File: config.mk
export PLATFORM = sky130hd
export DESIGN_NAME = cie_ctrl
export DESIGN_NICKNAME = d
export VERILOG_FILES = /design/src/hdl/cie_pkg.sv /design/src/hdl/cie_ctrl.sv
export SDC_FILE = /design/constraint.sdc
export NUM_CORES = 1
export LEC_CHECK = 0
export ABC_AREA = 0
export ABC_CLOCK_PERIOD_IN_PS = 4100
export BUFFER_PORTS_ARGS = -buffer_cell sky130_fd_sc_hd__buf_4
export CORE_UTILIZATION = 55
export DETAILED_ROUTE_END_ITERATION = 12
export GPL_ROUTABILITY_DRIVEN = 0
export PLACE_DENSITY_LB_ADDON = 0.25
export RECOVER_POWER = 50
export REMOVE_ABC_BUFFERS = 1
export SYNTH_ARGS = -nofsm -noshare
export SYNTH_HDL_FRONTEND = slang
export SYNTH_SLANG_ARGS = --single-unit
File: constraint.sdc
create_clock -name i_clk -period 4.1 [get_ports i_clk]
set_clock_uncertainty 0.2 [all_clocks]
set_input_delay 0.41 -clock i_clk [delete_from_list [all_inputs] [get_ports i_clk]]
set_output_delay 0.41 -clock i_clk [all_outputs]
set_load 0.01 [all_outputs]
File: src/hdl/cie_pkg.sv
package cie_pkg;

    localparam int ADDR_BITS = 16;
    localparam int REG_COUNT = 16;
    localparam int MEM_SIZE = 1 << ADDR_BITS;
    localparam int CSR_COUNT = 3;

    localparam logic [31:0] START_RESET = 32'h4000_0000;
    localparam logic [31:0] CAUSE_SWI = 32'd4;
    localparam logic [3:0] SP_IDX = 4'(REG_COUNT - 2);
    localparam logic [3:0] PC_IDX = 4'(REG_COUNT - 1);
    localparam logic [1:0] CSR_STATUS = 2'd0;
    localparam logic [1:0] CSR_HANDLER = 2'd1;
    localparam logic [1:0] CSR_CAUSE = 2'd2;

    localparam logic [1:0] KIND_LOADB = 2'd0;
    localparam logic [1:0] KIND_EXEC = 2'd1;
    localparam logic [1:0] KIND_READ = 2'd2;

    localparam logic [3:0] OP_HALT = 4'h0;
    localparam logic [3:0] OP_SWI = 4'h1;
    localparam logic [3:0] OP_CALL = 4'h2;
    localparam logic [3:0] OP_BRANCH = 4'h3;
    localparam logic [3:0] OP_XCHG = 4'h4;
    localparam logic [3:0] OP_ARITH = 4'h5;
    localparam logic [3:0] OP_LOGIC = 4'h6;
    localparam logic [3:0] OP_SHIFT = 4'h7;
    localparam logic [3:0] OP_STORE = 4'h8;
    localparam logic [3:0] OP_LOAD = 4'h9;

    localparam logic [3:0] MD_CALL_DIR = 4'd0;
    localparam logic [3:0] MD_CALL_IND = 4'd1;
    localparam logic [3:0] MD_ADD = 4'd0;
    localparam logic [3:0] MD_SUB = 4'd1;
    localparam logic [3:0] MD_MUL = 4'd2;
    localparam logic [3:0] MD_DIV = 4'd3;
    localparam logic [3:0] MD_NOT = 4'd0;
    localparam logic [3:0] MD_AND = 4'd1;
    localparam logic [3:0] MD_OR = 4'd2;
    localparam logic [3:0] MD_XOR = 4'd3;
    localparam logic [3:0] MD_SHL = 4'd0;
    localparam logic [3:0] MD_SHR = 4'd1;
    localparam logic [3:0] MD_ST_BASE = 4'd0;
    localparam logic [3:0] MD_ST_PREINC = 4'd1;
    localparam logic [3:0] MD_ST_IND = 4'd2;
    localparam logic [3:0] MD_LD_CSR = 4'd0;
    localparam logic [3:0] MD_LD_ADDI = 4'd1;
    localparam logic [3:0] MD_LD_IDX = 4'd2;
    localparam logic [3:0] MD_LD_POP = 4'd3;
    localparam logic [3:0] MD_CSR_MOV = 4'd4;
    localparam logic [3:0] MD_CSR_ORI = 4'd5;
    localparam logic [3:0] MD_CSR_IDX = 4'd6;
    localparam logic [3:0] MD_CSR_POP = 4'd7;

    localparam logic [1:0] COND_ALWAYS = 2'd0;
    localparam logic [1:0] COND_EQ = 2'd1;
    localparam logic [1:0] COND_NE = 2'd2;
    localparam logic [1:0] COND_GT = 2'd3;

    typedef struct packed {
        logic [1:0]  kind;
        logic [15:0] address;
        logic [7:0]  data_byte;
        logic [4:0]  reg_index;
    } t_in_item;

    typedef struct packed {
        logic        halted;
        logic [31:0] program_counter;
        logic [31:0] read_value;
    } t_out_item;

    typedef enum logic [5:0] {
        DP_NOP, DP_TAKE, DP_LOADB, DP_CLR, DP_X_RI, DP_OUT,
        DP_FETCH_RD, DP_CAP_BE, DP_MEM_RD, DP_CAP_LE, DP_MEM_WR,
        DP_PC_INC4, DP_X_REG, DP_Y_REG, DP_W_REG,
        DP_X_ADD_Y, DP_X_ADD_D, DP_X_SUB4, DP_X_W, DP_X_CSR, DP_X_OR_D, DP_W_STATUS,
        DP_REG_WR_X, DP_REG_WR_Y, DP_REG_WR_W, DP_PC_HANDLER,
        DP_CSR_WR_X, DP_CSR_WR_W, DP_SWI,
        DP_ALU, DP_MUL, DP_DIV_INIT, DP_DIV_STEP, DP_HALT, DP_R0_CLR
    } t_dp_op;

    typedef enum logic [2:0] {SEL_A, SEL_B, SEL_C, SEL_SP, SEL_PC, SEL_RI} t_sel;

    typedef enum logic [2:0] {U_DP, U_RD, U_WR, U_DIV, U_COND, U_END} t_ukind;

    typedef struct packed {
        t_ukind kind;
        t_dp_op op;
        t_sel   sel;
    } t_uop;

    typedef struct packed {
        t_dp_op                op;
        t_sel                  sel;
        logic [ADDR_BITS-1:0]  idx;
    } t_dp_cmd;

    typedef struct packed {
        logic [3:0] opcode;
        logic [3:0] mode;
        logic [1:0] kind;
        logic       halted;
        logic       cond_ok;
    } t_dp_stat;

    function automatic t_uop dp(input t_dp_op o, input t_sel s);
        t_uop u;
        u.kind = U_DP;
        u.op = o;
        u.sel = s;
        return u;
    endfunction

    function automatic t_uop ctl(input t_ukind k);
        t_uop u;
        u.kind = k;
        u.op = DP_NOP;
        u.sel = SEL_A;
        return u;
    endfunction

    // Step sequence of one instruction after the fetch.
    function automatic t_uop ucode(input logic [3:0] op, input logic [3:0] md,
                                   input logic [3:0] step);
        t_uop s [16];
        for (int i = 0; i < 16; i++) begin
            s[i] = ctl(U_END);
        end
        s[0] = dp(DP_PC_INC4, SEL_PC);
        case (op)
            OP_HALT: begin
                s[1] = dp(DP_HALT, SEL_A);
            end
            OP_SWI: begin
                s[1] = dp(DP_W_STATUS, SEL_A);
                s[2] = dp(DP_X_REG, SEL_SP);
                s[3] = dp(DP_X_SUB4, SEL_A);
                s[4] = dp(DP_REG_WR_X, SEL_SP);
                s[5] = ctl(U_WR);
                s[6] = dp(DP_W_REG, SEL_PC);
                s[7] = dp(DP_X_REG, SEL_SP);
                s[8] = dp(DP_X_SUB4, SEL_A);
                s[9] = dp(DP_REG_WR_X, SEL_SP);
                s[10] = ctl(U_WR);
                s[11] = dp(DP_SWI, SEL_A);
                s[12] = dp(DP_PC_HANDLER, SEL_A);
            end
            OP_CALL: begin
                if (md == MD_CALL_DIR || md == MD_CALL_IND) begin
                    s[1] = dp(DP_W_REG, SEL_PC);
                    s[2] = dp(DP_X_REG, SEL_SP);
                    s[3] = dp(DP_X_SUB4, SEL_A);
                    s[4] = dp(DP_REG_WR_X, SEL_SP);
                    s[5] = ctl(U_WR);
                    s[6] = dp(DP_X_REG, SEL_A);
                    s[7] = dp(DP_Y_REG, SEL_B);
                    s[8] = dp(DP_X_ADD_Y, SEL_A);
                    s[9] = dp(DP_X_ADD_D, SEL_A);
                    if (md == MD_CALL_DIR) begin
                        s[10] = dp(DP_REG_WR_X, SEL_PC);
                    end else begin
                        s[10] = ctl(U_RD);
                        s[11] = dp(DP_REG_WR_W, SEL_PC);
                    end
                end
            end
            OP_BRANCH: begin
                if (md[2] == 1'b0 && md[1:0] == md[1:0] && (md[3:2] == 2'b00 ||
                        md[3:2] == 2'b10)) begin
                    s[1] = dp(DP_Y_REG, SEL_B);
                    s[2] = dp(DP_W_REG, SEL_C);
                    s[3] = ctl(U_COND);
                    s[4] = dp(DP_X_REG, SEL_A);
                    s[5] = dp(DP_X_ADD_D, SEL_A);
                    if (md[3]) begin
                        s[6] = ctl(U_RD);
                        s[7] = dp(DP_REG_WR_W, SEL_PC);
                    end else begin
                        s[6] = dp(DP_REG_WR_X, SEL_PC);
                    end
                end
            end
            OP_XCHG: begin
                s[1] = dp(DP_Y_REG, SEL_B);
                s[2] = dp(DP_W_REG, SEL_C);
                s[3] = dp(DP_REG_WR_W, SEL_B);
                s[4] = dp(DP_REG_WR_Y, SEL_C);
            end
            OP_ARITH: begin
                if (md[3:2] == 2'b00) begin
                    s[1] = dp(DP_Y_REG, SEL_B);
                    s[2] = dp(DP_W_REG, SEL_C);
                    if (md == MD_MUL) begin
                        s[3] = dp(DP_MUL, SEL_A);
                    end else if (md == MD_DIV) begin
                        s[3] = ctl(U_DIV);
                    end else begin
                        s[3] = dp(DP_ALU, SEL_A);
                    end
                    s[4] = dp(DP_REG_WR_X, SEL_A);
                end
            end
            OP_LOGIC, OP_SHIFT: begin
                if (md[3:2] == 2'b00 && (op == OP_LOGIC || md[1] == 1'b0)) begin
                    s[1] = dp(DP_Y_REG, SEL_B);
                    s[2] = dp(DP_W_REG, SEL_C);
                    s[3] = dp(DP_ALU, SEL_A);
                    s[4] = dp(DP_REG_WR_X, SEL_A);
                end
            end
            OP_STORE: begin
                if (md == MD_ST_PREINC) begin
                    s[1] = dp(DP_X_REG, SEL_A);
                    s[2] = dp(DP_X_ADD_D, SEL_A);
                    s[3] = dp(DP_REG_WR_X, SEL_A);
                    s[4] = dp(DP_W_REG, SEL_C);
                    s[5] = ctl(U_WR);
                end else if (md == MD_ST_BASE || md == MD_ST_IND) begin
                    s[1] = dp(DP_X_REG, SEL_A);
                    s[2] = dp(DP_Y_REG, SEL_B);
                    s[3] = dp(DP_X_ADD_Y, SEL_A);
                    s[4] = dp(DP_X_ADD_D, SEL_A);
                    if (md == MD_ST_BASE) begin
                        s[5] = dp(DP_W_REG, SEL_C);
                        s[6] = ctl(U_WR);
                    end else begin
                        s[5] = ctl(U_RD);
                        s[6] = dp(DP_X_W, SEL_A);
                        s[7] = dp(DP_W_REG, SEL_C);
                        s[8] = ctl(U_WR);
                    end
                end
            end
            OP_LOAD: begin
                case (md)
                    MD_LD_CSR: begin
                        s[1] = dp(DP_X_CSR, SEL_A);
                        s[2] = dp(DP_REG_WR_X, SEL_A);
                    end
                    MD_LD_ADDI: begin
                        s[1] = dp(DP_X_REG, SEL_B);
                        s[2] = dp(DP_X_ADD_D, SEL_A);
                        s[3] = dp(DP_REG_WR_X, SEL_A);
                    end
                    MD_LD_IDX, MD_CSR_IDX: begin
                        s[1] = dp(DP_X_REG, SEL_B);
                        s[2] = dp(DP_Y_REG, SEL_C);
                        s[3] = dp(DP_X_ADD_Y, SEL_A);
                        s[4] = dp(DP_X_ADD_D, SEL_A);
                        s[5] = ctl(U_RD);
                        s[6] = (md == MD_LD_IDX) ? dp(DP_REG_WR_W, SEL_A)
                                                 : dp(DP_CSR_WR_W, SEL_A);
                    end
                    MD_LD_POP, MD_CSR_POP: begin
                        s[1] = dp(DP_X_REG, SEL_B);
                        s[2] = ctl(U_RD);
                        s[3] = (md == MD_LD_POP) ? dp(DP_REG_WR_W, SEL_A)
                                                 : dp(DP_CSR_WR_W, SEL_A);
                        s[4] = dp(DP_X_REG, SEL_B);
                        s[5] = dp(DP_X_ADD_D, SEL_A);
                        s[6] = dp(DP_REG_WR_X, SEL_B);
                    end
                    MD_CSR_MOV: begin
                        s[1] = dp(DP_X_REG, SEL_B);
                        s[2] = dp(DP_CSR_WR_X, SEL_A);
                    end
                    MD_CSR_ORI: begin
                        s[1] = dp(DP_X_CSR, SEL_A);
                        s[2] = dp(DP_X_OR_D, SEL_A);
                        s[3] = dp(DP_CSR_WR_X, SEL_A);
                    end
                    default: begin
                        s[1] = ctl(U_END);
                    end
                endcase
            end
            default: begin
                s[1] = ctl(U_END);
            end
        endcase
        return s[step];
    endfunction

endpackage

File: src/hdl/cie_ctrl.sv
module cie_ctrl import cie_pkg::*; (
    input  logic     i_clk,
    input  logic     i_rst_n,
    input  logic     i_in_valid,
    input  logic     i_out_ready,
    input  t_dp_stat i_stat,
    output logic     o_in_ready,
    output logic     o_out_valid,
    output t_dp_cmd  o_cmd
);

    localparam logic [1:0] BYTE_LAST = 2'd3;
    localparam logic [4:0] DIV_LAST = 5'd31;

    typedef enum logic [10:0] {
        S_CLEAR    = 11'b000_0000_0001,
        S_IDLE     = 11'b000_0000_0010,
        S_DISPATCH = 11'b000_0000_0100,
        S_FETCH_A  = 11'b000_0000_1000,
        S_FETCH_D  = 11'b000_0001_0000,
        S_UCODE    = 11'b000_0010_0000,
        S_MRD_A    = 11'b000_0100_0000,
        S_MRD_D    = 11'b000_1000_0000,
        S_MWR      = 11'b001_0000_0000,
        S_DIV      = 11'b010_0000_0000,
        S_FINISH   = 11'b100_0000_0000
    } t_state;

    t_state               r_state, n_state;
    logic [ADDR_BITS-1:0] r_cnt, n_cnt;
    logic [3:0]           r_step, n_step;
    logic                 r_out_valid, n_out_valid;
    t_uop                 u;

    always_comb begin
        n_state = r_state;
        n_cnt = r_cnt;
        n_step = r_step;
        n_out_valid = r_out_valid;
        o_cmd.op = DP_NOP;
        o_cmd.sel = SEL_A;
        o_cmd.idx = r_cnt;
        u = ucode(i_stat.opcode, i_stat.mode, r_step);
        if (r_out_valid && i_out_ready) begin
            n_out_valid = 1'b0;
        end
        case (r_state)
            S_CLEAR: begin
                o_cmd.op = DP_CLR;
                n_cnt = r_cnt + 1'b1;
                if (&r_cnt) begin
                    n_state = S_IDLE;
                end
            end
            S_IDLE: begin
                if (i_in_valid) begin
                    o_cmd.op = DP_TAKE;
                    n_state = S_DISPATCH;
                end
            end
            S_DISPATCH: begin
                n_cnt = '0;
                n_state = S_FINISH;
                case (i_stat.kind)
                    KIND_LOADB: o_cmd.op = DP_LOADB;
                    KIND_EXEC: begin
                        if (!i_stat.halted) begin
                            n_state = S_FETCH_A;
                        end
                    end
                    KIND_READ: begin
                        o_cmd.op = DP_X_RI;
                        o_cmd.sel = SEL_RI;
                    end
                    default: o_cmd.op = DP_NOP;
                endcase
            end
            S_FETCH_A: begin
                o_cmd.op = DP_FETCH_RD;
                n_state = S_FETCH_D;
            end
            S_FETCH_D: begin
                o_cmd.op = DP_CAP_BE;
                n_cnt = r_cnt + 1'b1;
                if (r_cnt[1:0] == BYTE_LAST) begin
                    n_step = '0;
                    n_state = S_UCODE;
                end else begin
                    n_state = S_FETCH_A;
                end
            end
            S_UCODE: begin
                n_step = r_step + 1'b1;
                n_cnt = '0;
                case (u.kind)
                    U_DP: begin
                        o_cmd.op = u.op;
                        o_cmd.sel = u.sel;
                    end
                    U_RD:  n_state = S_MRD_A;
                    U_WR:  n_state = S_MWR;
                    U_DIV: begin
                        o_cmd.op = DP_DIV_INIT;
                        n_state = S_DIV;
                    end
                    U_COND: begin
                        if (!i_stat.cond_ok) begin
                            o_cmd.op = DP_R0_CLR;
                            n_state = S_FINISH;
                        end
                    end
                    default: begin
                        o_cmd.op = DP_R0_CLR;
                        n_state = S_FINISH;
                    end
                endcase
            end
            S_MRD_A: begin
                o_cmd.op = DP_MEM_RD;
                n_state = S_MRD_D;
            end
            S_MRD_D: begin
                o_cmd.op = DP_CAP_LE;
                n_cnt = r_cnt + 1'b1;
                n_state = (r_cnt[1:0] == BYTE_LAST) ? S_UCODE : S_MRD_A;
            end
            S_MWR: begin
                o_cmd.op = DP_MEM_WR;
                n_cnt = r_cnt + 1'b1;
                if (r_cnt[1:0] == BYTE_LAST) begin
                    n_state = S_UCODE;
                end
            end
            S_DIV: begin
                o_cmd.op = DP_DIV_STEP;
                n_cnt = r_cnt + 1'b1;
                if (r_cnt[4:0] == DIV_LAST) begin
                    n_state = S_UCODE;
                end
            end
            S_FINISH: begin
                if (!r_out_valid || i_out_ready) begin
                    o_cmd.op = DP_OUT;
                    n_out_valid = 1'b1;
                    n_state = S_IDLE;
                end
            end
            default: n_state = S_IDLE;
        endcase
    end

    always_ff @(posedge i_clk) begin
        if (!i_rst_n) begin
            r_state <= S_CLEAR;
            r_cnt <= '0;
            r_step <= '0;
            r_out_valid <= 1'b0;
        end else begin
            r_state <= n_state;
            r_cnt <= n_cnt;
            r_step <= n_step;
            r_out_valid <= n_out_valid;
        end
    end

    assign o_in_ready = (r_state == S_IDLE);
    assign o_out_valid = r_out_valid;

    a_clear_blocks_input: assert property (@(posedge i_clk) disable iff (!i_rst_n)
        r_state == S_CLEAR |-> !o_in_ready)
        else $error("Input taken during memory clear.");

    a_finish_raises_valid: assert property (@(posedge i_clk) disable iff (!i_rst_n)
        (r_state == S_FINISH && o_cmd.op == DP_OUT) |=> r_out_valid)
        else $error("Result loaded without output valid.");

    a_halted_skips_exec: assert property (@(posedge i_clk) disable iff (!i_rst_n)
        (r_state == S_DISPATCH && i_stat.kind == KIND_EXEC && i_stat.halted)
        |=> r_state == S_FINISH)
        else $error("Instruction executed while halted.");

endmodule

Word level (Yosys, flattened, before mapping)

Index checks and enable logic that the tools add are counted.

Word-level logic and storage cells: 139
Bits of input ports: 16
Register bits: 32
Output and inout port bits: 27

Magnitude comparators: 1
Eq/ne operators: 44
Mux-type cells: 58
$add $sub $neg: 2
Bitwise operators: 3
Reductions and logical operators: 27

Operator list:

| kind                                           | number |
|---|---|
| case mux 36 bit (8 select lines)               | 1 |
| case mux 36 bit (2 select lines)               | 2 |
| two-way mux 132 bit                            | 1 |
| case mux 11 bit (11 select lines)              | 1 |
| case mux 24 bit (5 select lines)               | 1 |
| case mux 12 bit (9 select lines)               | 1 |
| two-way mux 11 bit                             | 9 |
| two-way mux 48 bit                             | 2 |
| two-way mux 96 bit                             | 1 |
| case mux 12 bit (4 select lines)               | 2 |
| two-way mux 84 bit                             | 1 |
| two-way mux 12 bit                             | 6 |
| case mux 12 bit (6 select lines)               | 1 |
| case mux 6 bit (11 select lines)               | 1 |
| two-way mux 60 bit                             | 1 |
| case mux 11 bit (5 select lines)               | 1 |
| binary-select mux 12 bit (select 4 bit)        | 1 |
| two-way mux 36 bit                             | 1 |
| case mux 12 bit (3 select lines)               | 1 |
| == test 4 x 3 -> 1 bit (second input constant) | 8 |
| case mux 16 bit (2 select lines)               | 1 |
| two-way mux 24 bit                             | 1 |
| case mux 12 bit (2 select lines)               | 1 |
| case mux 6 bit (4 select lines)                | 1 |
| other kinds (50)                               | 88 |

Logic depth before layout (Yosys ltp)

Gate-level depths: netlist of run 1.

Word-level depth: 12
Gate-level depth with buffers: 11
Mapped depth without buffers: 9

Least setup slack after synthesis of run 1

No wires, ideal clock.

Path kind: input-to-output
From: input port i_stat[5] in the netlist's numbering
To: output port o_cmd[21] in the netlist's numbering
Required time: 3.490 ns
Setup slack: 0.951 ns
Path buffers: 2
Stages: 10
Data arrival time: 2.539 ns
Path through: buf_2 > or3_1 > buf_2 > o2111ai_4 > a41oi_4 > nor4_2 > a211oi_2 > nor3_4 > a21oi_1 > o2111ai_1

RTL lines:

| item               | RTL line      | RTL |
|---|---|---|
| start: declaration | cie_ctrl.sv:6 | `input t_dp_stat i_stat,` |
| end: declaration   | cie_ctrl.sv:9 | `output t_dp_cmd o_cmd` |

==> metrics.txt, run 1 <==
post_cts resized=0; Reg-to-Reg End=r_cnt[11]; postcts setup bufs=0; WL final=approximately 13 mm; ANT cells=0; Worst-Margin Slew=1010 ps; Post-synth ARST share=0; Peak Freq=between 0.2 and 0.3 GHz; All-Layer GR Usage=0.349; row cnt=30; CTS tree=done; vias in the first global route=4144; crit start category=flop; Post-synth EDFFs=0; main flop type after synthesis=dfxtp_1; CP max-delay cell=dfxtp_1; Mapped Area=0.00383 mm2; initial core utilization=0.566; clock tree buffer depth=2; #FFs+latches synth=32; # H-tree levels=2; Worst Setup End Kind=output port; share of cells above drive strength 1=0.114; FF-to-FF path depth=8; Syn Area/Cell=between 6 and 7 um2; Syn Inst Count=552; final max-slew violation count=0; CP endpoint=o_cmd[24]; area share of the largest cell type after synthesis=0.167; CP Class=flop to output port; Buffers on Ports=42; Clock Latency Late Sink=290 ps; Fillers=between 600 and 700; Clock Sinks=32; Power, Total=roughly 0.00086 W; CP startpoint=r_step[1]; Worst IR Drop VDD=about 0.17 mV; area leader, netlist=dfxtp_1; chip width=roughly 85 um; CP Depth=8; worst-path maximum fanout=28; area overhead of the layout relative to synthesis=7.75%; register area=641 um2; Yosys Warn Count=0; CP required=approximately 3500 ps; max_cap viols=0; post-route minimum period=3890 ps; initial antenna violation count=0; CP max stage delay=990 ps; RR Startpoint=r_state[9]; drt initial violations=approximately 630; arrival time at the worst endpoint=about 3300 ps; first-pass GRT wire length=a little over 20 mm; drt pass-1 iters=8; footprint of the multi-input gates=just under 0.003 mm2; Hold Path Class=input pin to flop; post-layout net count=around 590; Reg2Reg Setup Slack=590 ps; Vias=about 4700; Post-synth top cells=62 x nor2_1, 50 x nand2_1, 33 x o21ai_0; largest net degree at the start of global routing=32; LEAKAGE=1.45 nW; clock slew at reported path FFs=around 70 ps; post-DP HPWL=between 9 and 10 mm; Final Hold Fails=0; Via density=approximately 7.3; # setup viols final=0; io pins=43; Die Y=around 85 um; status=finished, final reports clean; Seq/Total Area, Yosys=0.167; count leader, synth=nor2_1; root buffer cell=clkbuf_8; hold buffer count at CTS=0; Unique masters post-synth=83; total gr overflow=0; critical path, cell by cell=nand2_1 -> nor3b_1 -> nor4_2 -> a211oi_2 -> nor2_1 -> a311o_1 -> o311ai_1 -> buf_4; Area contributors post-synth=dfxtp_1 17%, nor2_1 6.1%, nand2_1 4.9%, o21ai_0 4.3%, nand3_1 3.5%; CORE AREA=0.00676 mm2; # DRC=0; Routed wire per std cell=roughly 20 um; RSZ-0062 raised after global routing=no; antenna viol nets, final=0; crit-path leading delay family=flip-flops; worst path bufs/invs=1; die footprint=0.00729 mm2; Fin Setup TNS=0 ps; Final Cycle Share=0.948; relative slew slack=0.326; PwrDens=208 mW/mm2; CTS buffer count=5
[through the flow]
step                std cells   util  setup slack [ps]  hold WS [ps]  instance area, um2
floorplan                 506      -               791           283                3620
global placement          640  0.611               477           287                4130
detailed placement        640  0.611               411           303                4130
CTS                       648  0.625               376           222                4220
global route              648  0.610              61.8           241                4120
finish                    648  0.610               212           229                4120
[sequential cells by signal, indices dropped and copies added, names as in the netlist]
signal	count
r_cnt	16
r_state	11
r_step	4
o_out_valid	1
[worst reg2reg max path, cell delays in order (launching register included)]
cell	delay [ps]
dfxtp_1	340
nor4_1	780
nand2_1	280
or4_1	610
and3_1	400
and2_1	360
o21ai_0	200
o31ai_1	80
and2_1	170
[logic make-up (layout without fill, tap and decap cells)]
group	after synthesis	in the layout	synth area share
DFF	32	32	0.167
AOI/OAI and AO/OA	179	179	0.336
muxes	2	2	0.00523
buffers and inverters	58	74	0.0654
xor gates and xnor gates	6	6	0.0137
and+or+nand+nor	272	272	0.402
adders and majority gates	3	3	0.00981
[layer usage]
layer	GRT usage	part of all wire
met1	0.478	0.41
met3	0.142	0.14
met4	0.135	0.040
met2	0.483	0.41
met5	0	0
[worst min-delay path by stage]
stage                     startpoint           to  depth (start not counted)
after detailed placement    r_cnt[8]     r_cnt[8]                          1
after floorplan              i_rst_n   r_state[0]                          1
after global routing       i_stat[0]  r_state[10]                          3
after CTS                  i_stat[0]  r_state[10]                          3
after global placement      r_cnt[3]     r_cnt[3]                          1
final                      i_stat[0]  r_state[10]                          3
[report_power, final]
part	internal, W	switching, W	total (W)	leakage (nW)
Sequential	0.000320	0.0000113	0.000332	0.258
Clock	0.000136	0.000123	0.000260	0.0445
Combinational	0.0000889	0.000179	0.000268	1.15
[area by class of cell]
| cell class | instances | share of cell area |
|---|---|---|
| inverter | 12 | 0.0109 |
| timing repair buffer | 54 | 0.0829 |
| clock buffer | 7 | 0.0209 |
| clock inverter | 1 | 0.00182 |
| sequential | 32 | 0.155 |
| multi-input combinational | 462 | 0.704 |
| tap | 80 | 0.0243 |
[cell usage in the layout, fill, tap and decap left out, types with 6 or more instances in the layout]
master / Yosys / routed
a211oi_1: 8 / 8
a21boi_0: 7 / 7
a21oi_1: 26 / 26
a31oi_1: 10 / 10
and2_1: 15 / 15
and3_1: 11 / 11
buf_4: 3 / 37
clkbuf_1: 30 / 18
clkbuf_8: 0 / 6
dfxtp_1: 32 / 32
inv_1: 12 / 12
nand2_1: 50 / 50
nand2b_1: 8 / 8
nand3_1: 27 / 27
nand3b_1: 6 / 6
nand4_1: 14 / 14
nor2_1: 62 / 62
nor2b_1: 7 / 7
nor3_1: 24 / 24
nor4_1: 6 / 8
o211ai_1: 7 / 7
o21a_1: 8 / 8
o21ai_0: 33 / 33
o21ai_1: 9 / 9
(Power assumes the default switching activity.)
==> inputs of run 2 (changes only) <==
Settings changed: CORE_UTILIZATION 55 to 30, PLACE_DENSITY set to 0.57, PLACE_DENSITY_LB_ADDON 0.25 to unset.
==> run 2 against run 1 <==
Net effect: core utilization decreased by 26 points; cell area increased by 4.8%; register-to-register slack got worse by 130 ps; first-iteration DRC count decreased by 25%; worst hold slack got worse by 3.0 ps; global-route usage decreased by 14 points; flip-flop and latch count unchanged; worst setup slack improved by 62 ps; largest power group is now the clock network; highest routed layer unchanged.
==> metrics.txt, run 2 (synthesis gave the netlist of run 1 again) <==
CP most frequent cell=buf_4; RSZ-0062 raised after global routing=no; LEAKAGE=1.50 nW (+3.6%); CTS tree=done; initial core utilization=0.313 (-0.253); Peak Freq=0.261 GHz (+1.6%); clock power share=0.379 (+0.077); # setup viols final=0 (unchanged); CORE AREA=0.0122 mm2 (+81%); P_sw=0.000334 W (+6.4%); clock tree buffer depth=2 (unchanged); CP max-delay cell=nor2b_1; hold buffer count at CTS=0 (unchanged); post_cts resized=0 (unchanged); io pins=43 (unchanged); total gr overflow=0 (unchanged); largest net degree at the start of global routing=32 (unchanged); Largest Register=r_cnt; Final Cycle Share=0.933 (-0.0150); Via density=6.29 (-14%); placed cell area=0.00427 mm2 (+3.6%); # H-tree levels=2 (unchanged); placed insts=733 (+15%); Design Area, Final=0.00432 mm2 (+4.8%); Net Sw Frac=0.345 (-0.0202); Die Y=115 um (+35%); antenna viol nets, final=0 (unchanged); Worst Setup End Kind=output port; worst path bufs/invs=2 (+1); commonest non-fill, non-tap cell in the layout=nor2_1; most frequent cells in the layout=62 x nor2_1, 50 x nand2_1, 42 x buf_4; worst-path maximum fanout=27 (-3.6%); row cnt=40 (+33%); Fin Setup TNS=0 ps (unchanged); initial antenna violation count=0 (unchanged); Fillers=1358 (+120%); post-route minimum period=3830 ps (-61.6 ps); PwrDens=224 mW/mm2 (+7.5%); drt pass-1 iters=8 (unchanged); area overhead of the layout relative to synthesis=12.9%; share of cells above drive strength 1=0.124 (+0.00947); post-layout net count=591 (+0.85%); Largest regs=r_cnt (16), r_state (11), r_step (4); die footprint=0.0132 mm2 (+81%); arrival time at the worst endpoint=3220 ps (-60 ps); crit start category=input pin; chip width=115 um (+35%); root buffer cell=clkbuf_16; All-Layer GR Usage=0.212 (-0.136); register area=641 um2 (unchanged); first-pass GRT wire length=22.5 mm (+10%); Buffers on Ports=42 (unchanged); crit-path leading delay family=compound AO/OA/AOI/OAI gates; clock slew at reported path FFs=60 ps (about the same); Pint=0.000634 W (+16%); post-DP HPWL=10.3 mm (+11%); CTS buffer count=5 (unchanged); CP max stage delay=450 ps (-540 ps); postcts setup bufs=0 (unchanged); Reg power frac=0.343 (-0.043); footprint of the multi-input gates=0.00290 mm2 (unchanged); vias in the first global route=4297 (+3.7%); Logic pwr share=0.278 (-0.034); ANT cells=0 (unchanged); non-filler cells, final=741 (+14%); WL final=14.0 mm (+8.5%); CP Class=input pin to output port; # DRC=0 (unchanged); Vias=4659 (-1.4%); Layout Utilization=0.354 (-0.256); Final Hold Fails=0 (unchanged); status=finished, final reports clean; Routed wire per std cell=18.9 um (-5.1%); Worst IR Drop VDD=0.201 mV (+15%); Hold Path Class=input pin to flop; Worst-Margin Slew=955 ps (-54.5 ps); critical path, cell by cell=buf_4 -> nor2b_1 -> a32oi_1 -> a41oi_4 -> nor4_2 -> a211oi_2 -> nor2_1 -> a311o_1 -> o311ai_1 -> buf_4; drt initial violations=467 (-25%); Clock Latency Late Sink=280 ps (about the same); max_cap viols=0 (unchanged); Clock Sinks=32 (unchanged); CP required=3490 ps (about the same); final max-slew violation count=0 (unchanged); max reg flops=16 (unchanged); relative slew slack=0.358 (+0.0314)
## run 2: cell types whose count changed in the layout (fill, tap and decap cells not counted), sizes merged
cell	previous run	this run
buf	37	42
clkinv	0	3
clkbuf	24	22
clkinvlp	1	0
## run 2: path summary, 6_finish.rpt
path | endpoint | cells past startpoint | from | slack (ps)
max | o_cmd[24] | 10 | i_stat[10] | 270
min | r_state[1] | 3 | i_in_valid | 230
max reg2reg | r_cnt[11] | 8 | r_state[9] | 460
min reg2reg | r_cnt[3] | 1 | r_cnt[3] | 310
## run 2: cell type report
cell class,instances,share of cell area
Multi-Input combinational cell,462,0.672
Inverter,12,0.0104
Clock buffer,5,0.0290
Clock inverter,3,0.00434
Timing Repair Buffer,59,0.0877
Tap cell,168,0.0487
Sequential cell,32,0.148
## run 2: per-layer routing
| metal | track usage | vias to the layer above | wire (um) |
|---|---|---|---|
| li1 | - | 2152 | - |
| met3 | 0.0348 | 71 | 1350 |
| met1 | 0.288 | 2123 | 5980 |
| met5 | 0 | - | 0 |
| met2 | 0.330 | 313 | 6000 |
| met4 | 0.0961 | 0 | 695 |
## run 2: stage by stage
| step | hold slack (ps) | total power [W] | setup slack [ps] |
|---|---|---|---|
| floorplan | 283 | 0.000498 | 791 |
| finish | 226 | 0.000968 | 274 |
| detailed placement | 298 | 0.000611 | 326 |
| global placement | 290 | 0.000608 | 374 |
| CTS | 231 | 0.000975 | 327 |
| global route | 244 | 0.00101 | 118 |
## run 2: worst register-to-register path, stage by stage (launching register included)
cell and delay (ps):
dfxtp_1 340, nor4_1 800, nand2_1 300, or4_1 640
and3_1 420, and2_1 360, o21ai_0 220, o31ai_1 90
and2_1 170
## run 2: power by group through the flow
stage	clock [W]	combinational [W]	sequential, W
global placement	0	0.000268	0.000340
global route	0.000388	0.000292	0.000334
finish	0.000366	0.000269	0.000332
floorplan	0	0.000157	0.000341
detailed placement	0	0.000270	0.000341
CTS	0.000369	0.000272	0.000334
==> inputs of run 3 (changes only) <==
Settings changed: ABC_CLOCK_PERIOD_IN_PS 4100 to 3500, PLACE_DENSITY 0.57 to 0.59.
Clock period 4.1 ns to 3.5 ns, I/O delays scaled along.
==> run 3 against run 2 <==
Net effect: via count rose by 3.6%; combinational power rose by 33%; worst setup slack got worse by 200 ps; clock power rose by 33%; cell count rose by 3.2%; count of clock-buffer cells in the layout rose by 1; critical path depth rose by 2; non-clock buffer count rose by 24; first-iteration DRC count rose by 48%; highest routed layer unchanged.
==> metrics.txt, run 3 (synthesis gave the netlist of run 1 again) <==
Routed wire per std cell=19.2 um (+1.5%); Via density=6.31 (+0.40%); WL final=14.7 mm (+4.8%); Clock Sinks=32 (unchanged); PwrDens=266 mW/mm2 (+19%); Buffers on Ports=42 (unchanged); Design Area, Final=0.00465 mm2 (+7.6%); drt initial violations=690 (+48%); Worst Setup Slack, final=72.5 ps (-201 ps); Largest Register=r_cnt; total gr overflow=0 (unchanged); Top Usage Layer GRT=met2; CP startpoint=i_stat[8]; clock slew at reported path FFs=50 ps (about the same); initial antenna violation count=0 (unchanged); # DRC=0 (unchanged); CP Class=input pin to output port; hold buffer count at CTS=0 (unchanged); final max-slew violation count=0 (unchanged); arrival time at the worst endpoint=2880 ps (-340 ps); CP max-delay cell=or4b_1; worst-path maximum fanout=21 (-22%); RR Startpoint=r_state[4]; # H-tree levels=2 (unchanged); initial core utilization=0.313 (unchanged); Largest regs=r_cnt (16), r_state (11), r_step (4); drt pass-1 iters=6 (-2); max reg flops=16 (unchanged); CP most frequent cell=buf_4; LEAKAGE=1.65 nW (+9.8%); Clock Latency Late Sink=270 ps (about the same); Worst-Margin Slew=678 ps (-276 ps); placed cell area=0.00447 mm2 (+4.6%); CORE AREA=0.0122 mm2 (unchanged); Vias=4829 (+3.6%); Final Hold Fails=0 (unchanged); CP endpoint=o_cmd[22]; clock tree buffer depth=2 (unchanged); relative slew slack=0.542 (+0.184); Worst IR Drop VDD=0.281 mV (+39%); CP max stage delay=620 ps (+170 ps); Peak Freq=just under 0.3 GHz; row cnt=40 (unchanged); Fin Setup TNS=0 ps (unchanged); post-layout net count=615 (+4.1%); vias in the first global route=4400 (+2.4%); met1 GRT Util=0.303 (+0.0148); post-route minimum period=about 3400 ps; Final Cycle Share=0.979; GR Util met2=0.326 (-0.00402); GRT met3 Usage=0.0522 (+0.0174); Die Y=115 um (unchanged); FF-to-FF path depth=8 (unchanged); Fillers=1351 (-0.52%); largest net degree at the start of global routing=28 (-13%); hold_sp=i_in_valid; Place WS=40.8 ps (-286 ps); RSZ-0062 raised after global routing=no; die footprint=0.0132 mm2 (unchanged); status=finished, final reports clean; CTS buffer count=5 (unchanged); Worst Setup End Kind=output port; share of cells above drive strength 1=0.178 (+0.0536); Hold Path Class=input pin to flop; critical path, cell by cell=buf_4 -> buf_12 -> or4b_1 -> o21ai_1 -> buf_4 -> nor2_1 -> o311ai_0 -> o21ai_0 -> a211oi_1 -> a21oi_1 -> o21bai_1 -> buf_4; crit start category=input pin; CTS tree=done; ANT cells=0 (unchanged); first-pass GRT wire length=22.9 mm (+1.8%); most frequent cells in the layout=62 x nor2_1, 62 x buf_4, 50 x nand2_1; chip width=115 um (unchanged); area overhead of the layout relative to synthesis=21.5%; All-Layer GR Usage=0.217 (+0.00498); CP required=2950 ps (-540 ps); # setup viols final=0 (unchanged); io pins=43 (unchanged); antenna viol nets, final=0 (unchanged); Reg-to-Reg End=r_cnt[11]; Reg2Reg Setup Slack=490 ps (+30 ps); root buffer cell=clkbuf_16; max_cap viols=0 (unchanged); post-DP HPWL=10.8 mm (+5.3%)
## run 3: cell types whose count changed in the layout (fill, tap and decap cells not counted), sizes merged
cell / delta
buf: +22
clkbuf: +3
clkinv: -2
bufinv: +1
## run 3: what timing repair did
item | 4_1_cts | 5_1_grt
endpoints found under the setup margin | 0 | 9
resized for setup | 0 | 16
setup buffers | 0 | 1
## run 3: worst min-delay path by stage
stage                       endpoint  slack (ps)  cells past startpoint
after floorplan           r_state[0]         220                      1
after global placement      r_cnt[8]         290                      1
after detailed placement    r_cnt[8]         300                      1
after CTS                 r_state[1]         170                      3
after global routing      r_state[1]         200                      3
final                     r_state[1]         180                      3
## run 3: layout make-up
type / instances / area (um2) / area share
Clock buffer: 6 / 129 / 0.0277
Multi-Input combinational cell: 462 / 3010 / 0.648
Clock inverter: 2 / 35.0 / 0.00754
Inverter: 12 / 45.0 / 0.00969
Sequential cell: 32 / 641 / 0.138
Tap cell: 168 / 210 / 0.0452
Timing Repair Buffer: 83 / 577 / 0.124
## run 3: layer usage
| layer | wire length (um) | up-vias |
|---|---|---|
| li1 | - | 2188 |
| met1 | 6200 | 2249 |
| met2 | 6370 | 345 |
| met3 | 1660 | 47 |
| met4 | 463 | 0 |
| met5 | 0 | - |
## run 3: critical path, delay by kind of cell
family                 cells  cell delay, ps
AND/OR/NAND/NOR            2             670
buffers and inverters      4             680
AO/OA/AOI/OAI              6            1170
## run 3: power by group
group	internal, W	switching (W)
clock network	0.000334	0.000151
registers	0.000376	0.0000159
logic	0.000134	0.000224
total	0.000844	0.000391
## run 3: through the flow
step / utilization / std cells / hold WS [ps] / power (W)
final: 0.381 / 765 / 184 / 0.00123
after global placement: 0.366 / 756 / 291 / 0.000742
after floorplan: - / 506 / 223 / 0.000583
after CTS: 0.380 / 764 / 174 / 0.00124
after global routing: 0.381 / 765 / 196 / 0.00130
after detailed placement: 0.366 / 756 / 299 / 0.000746
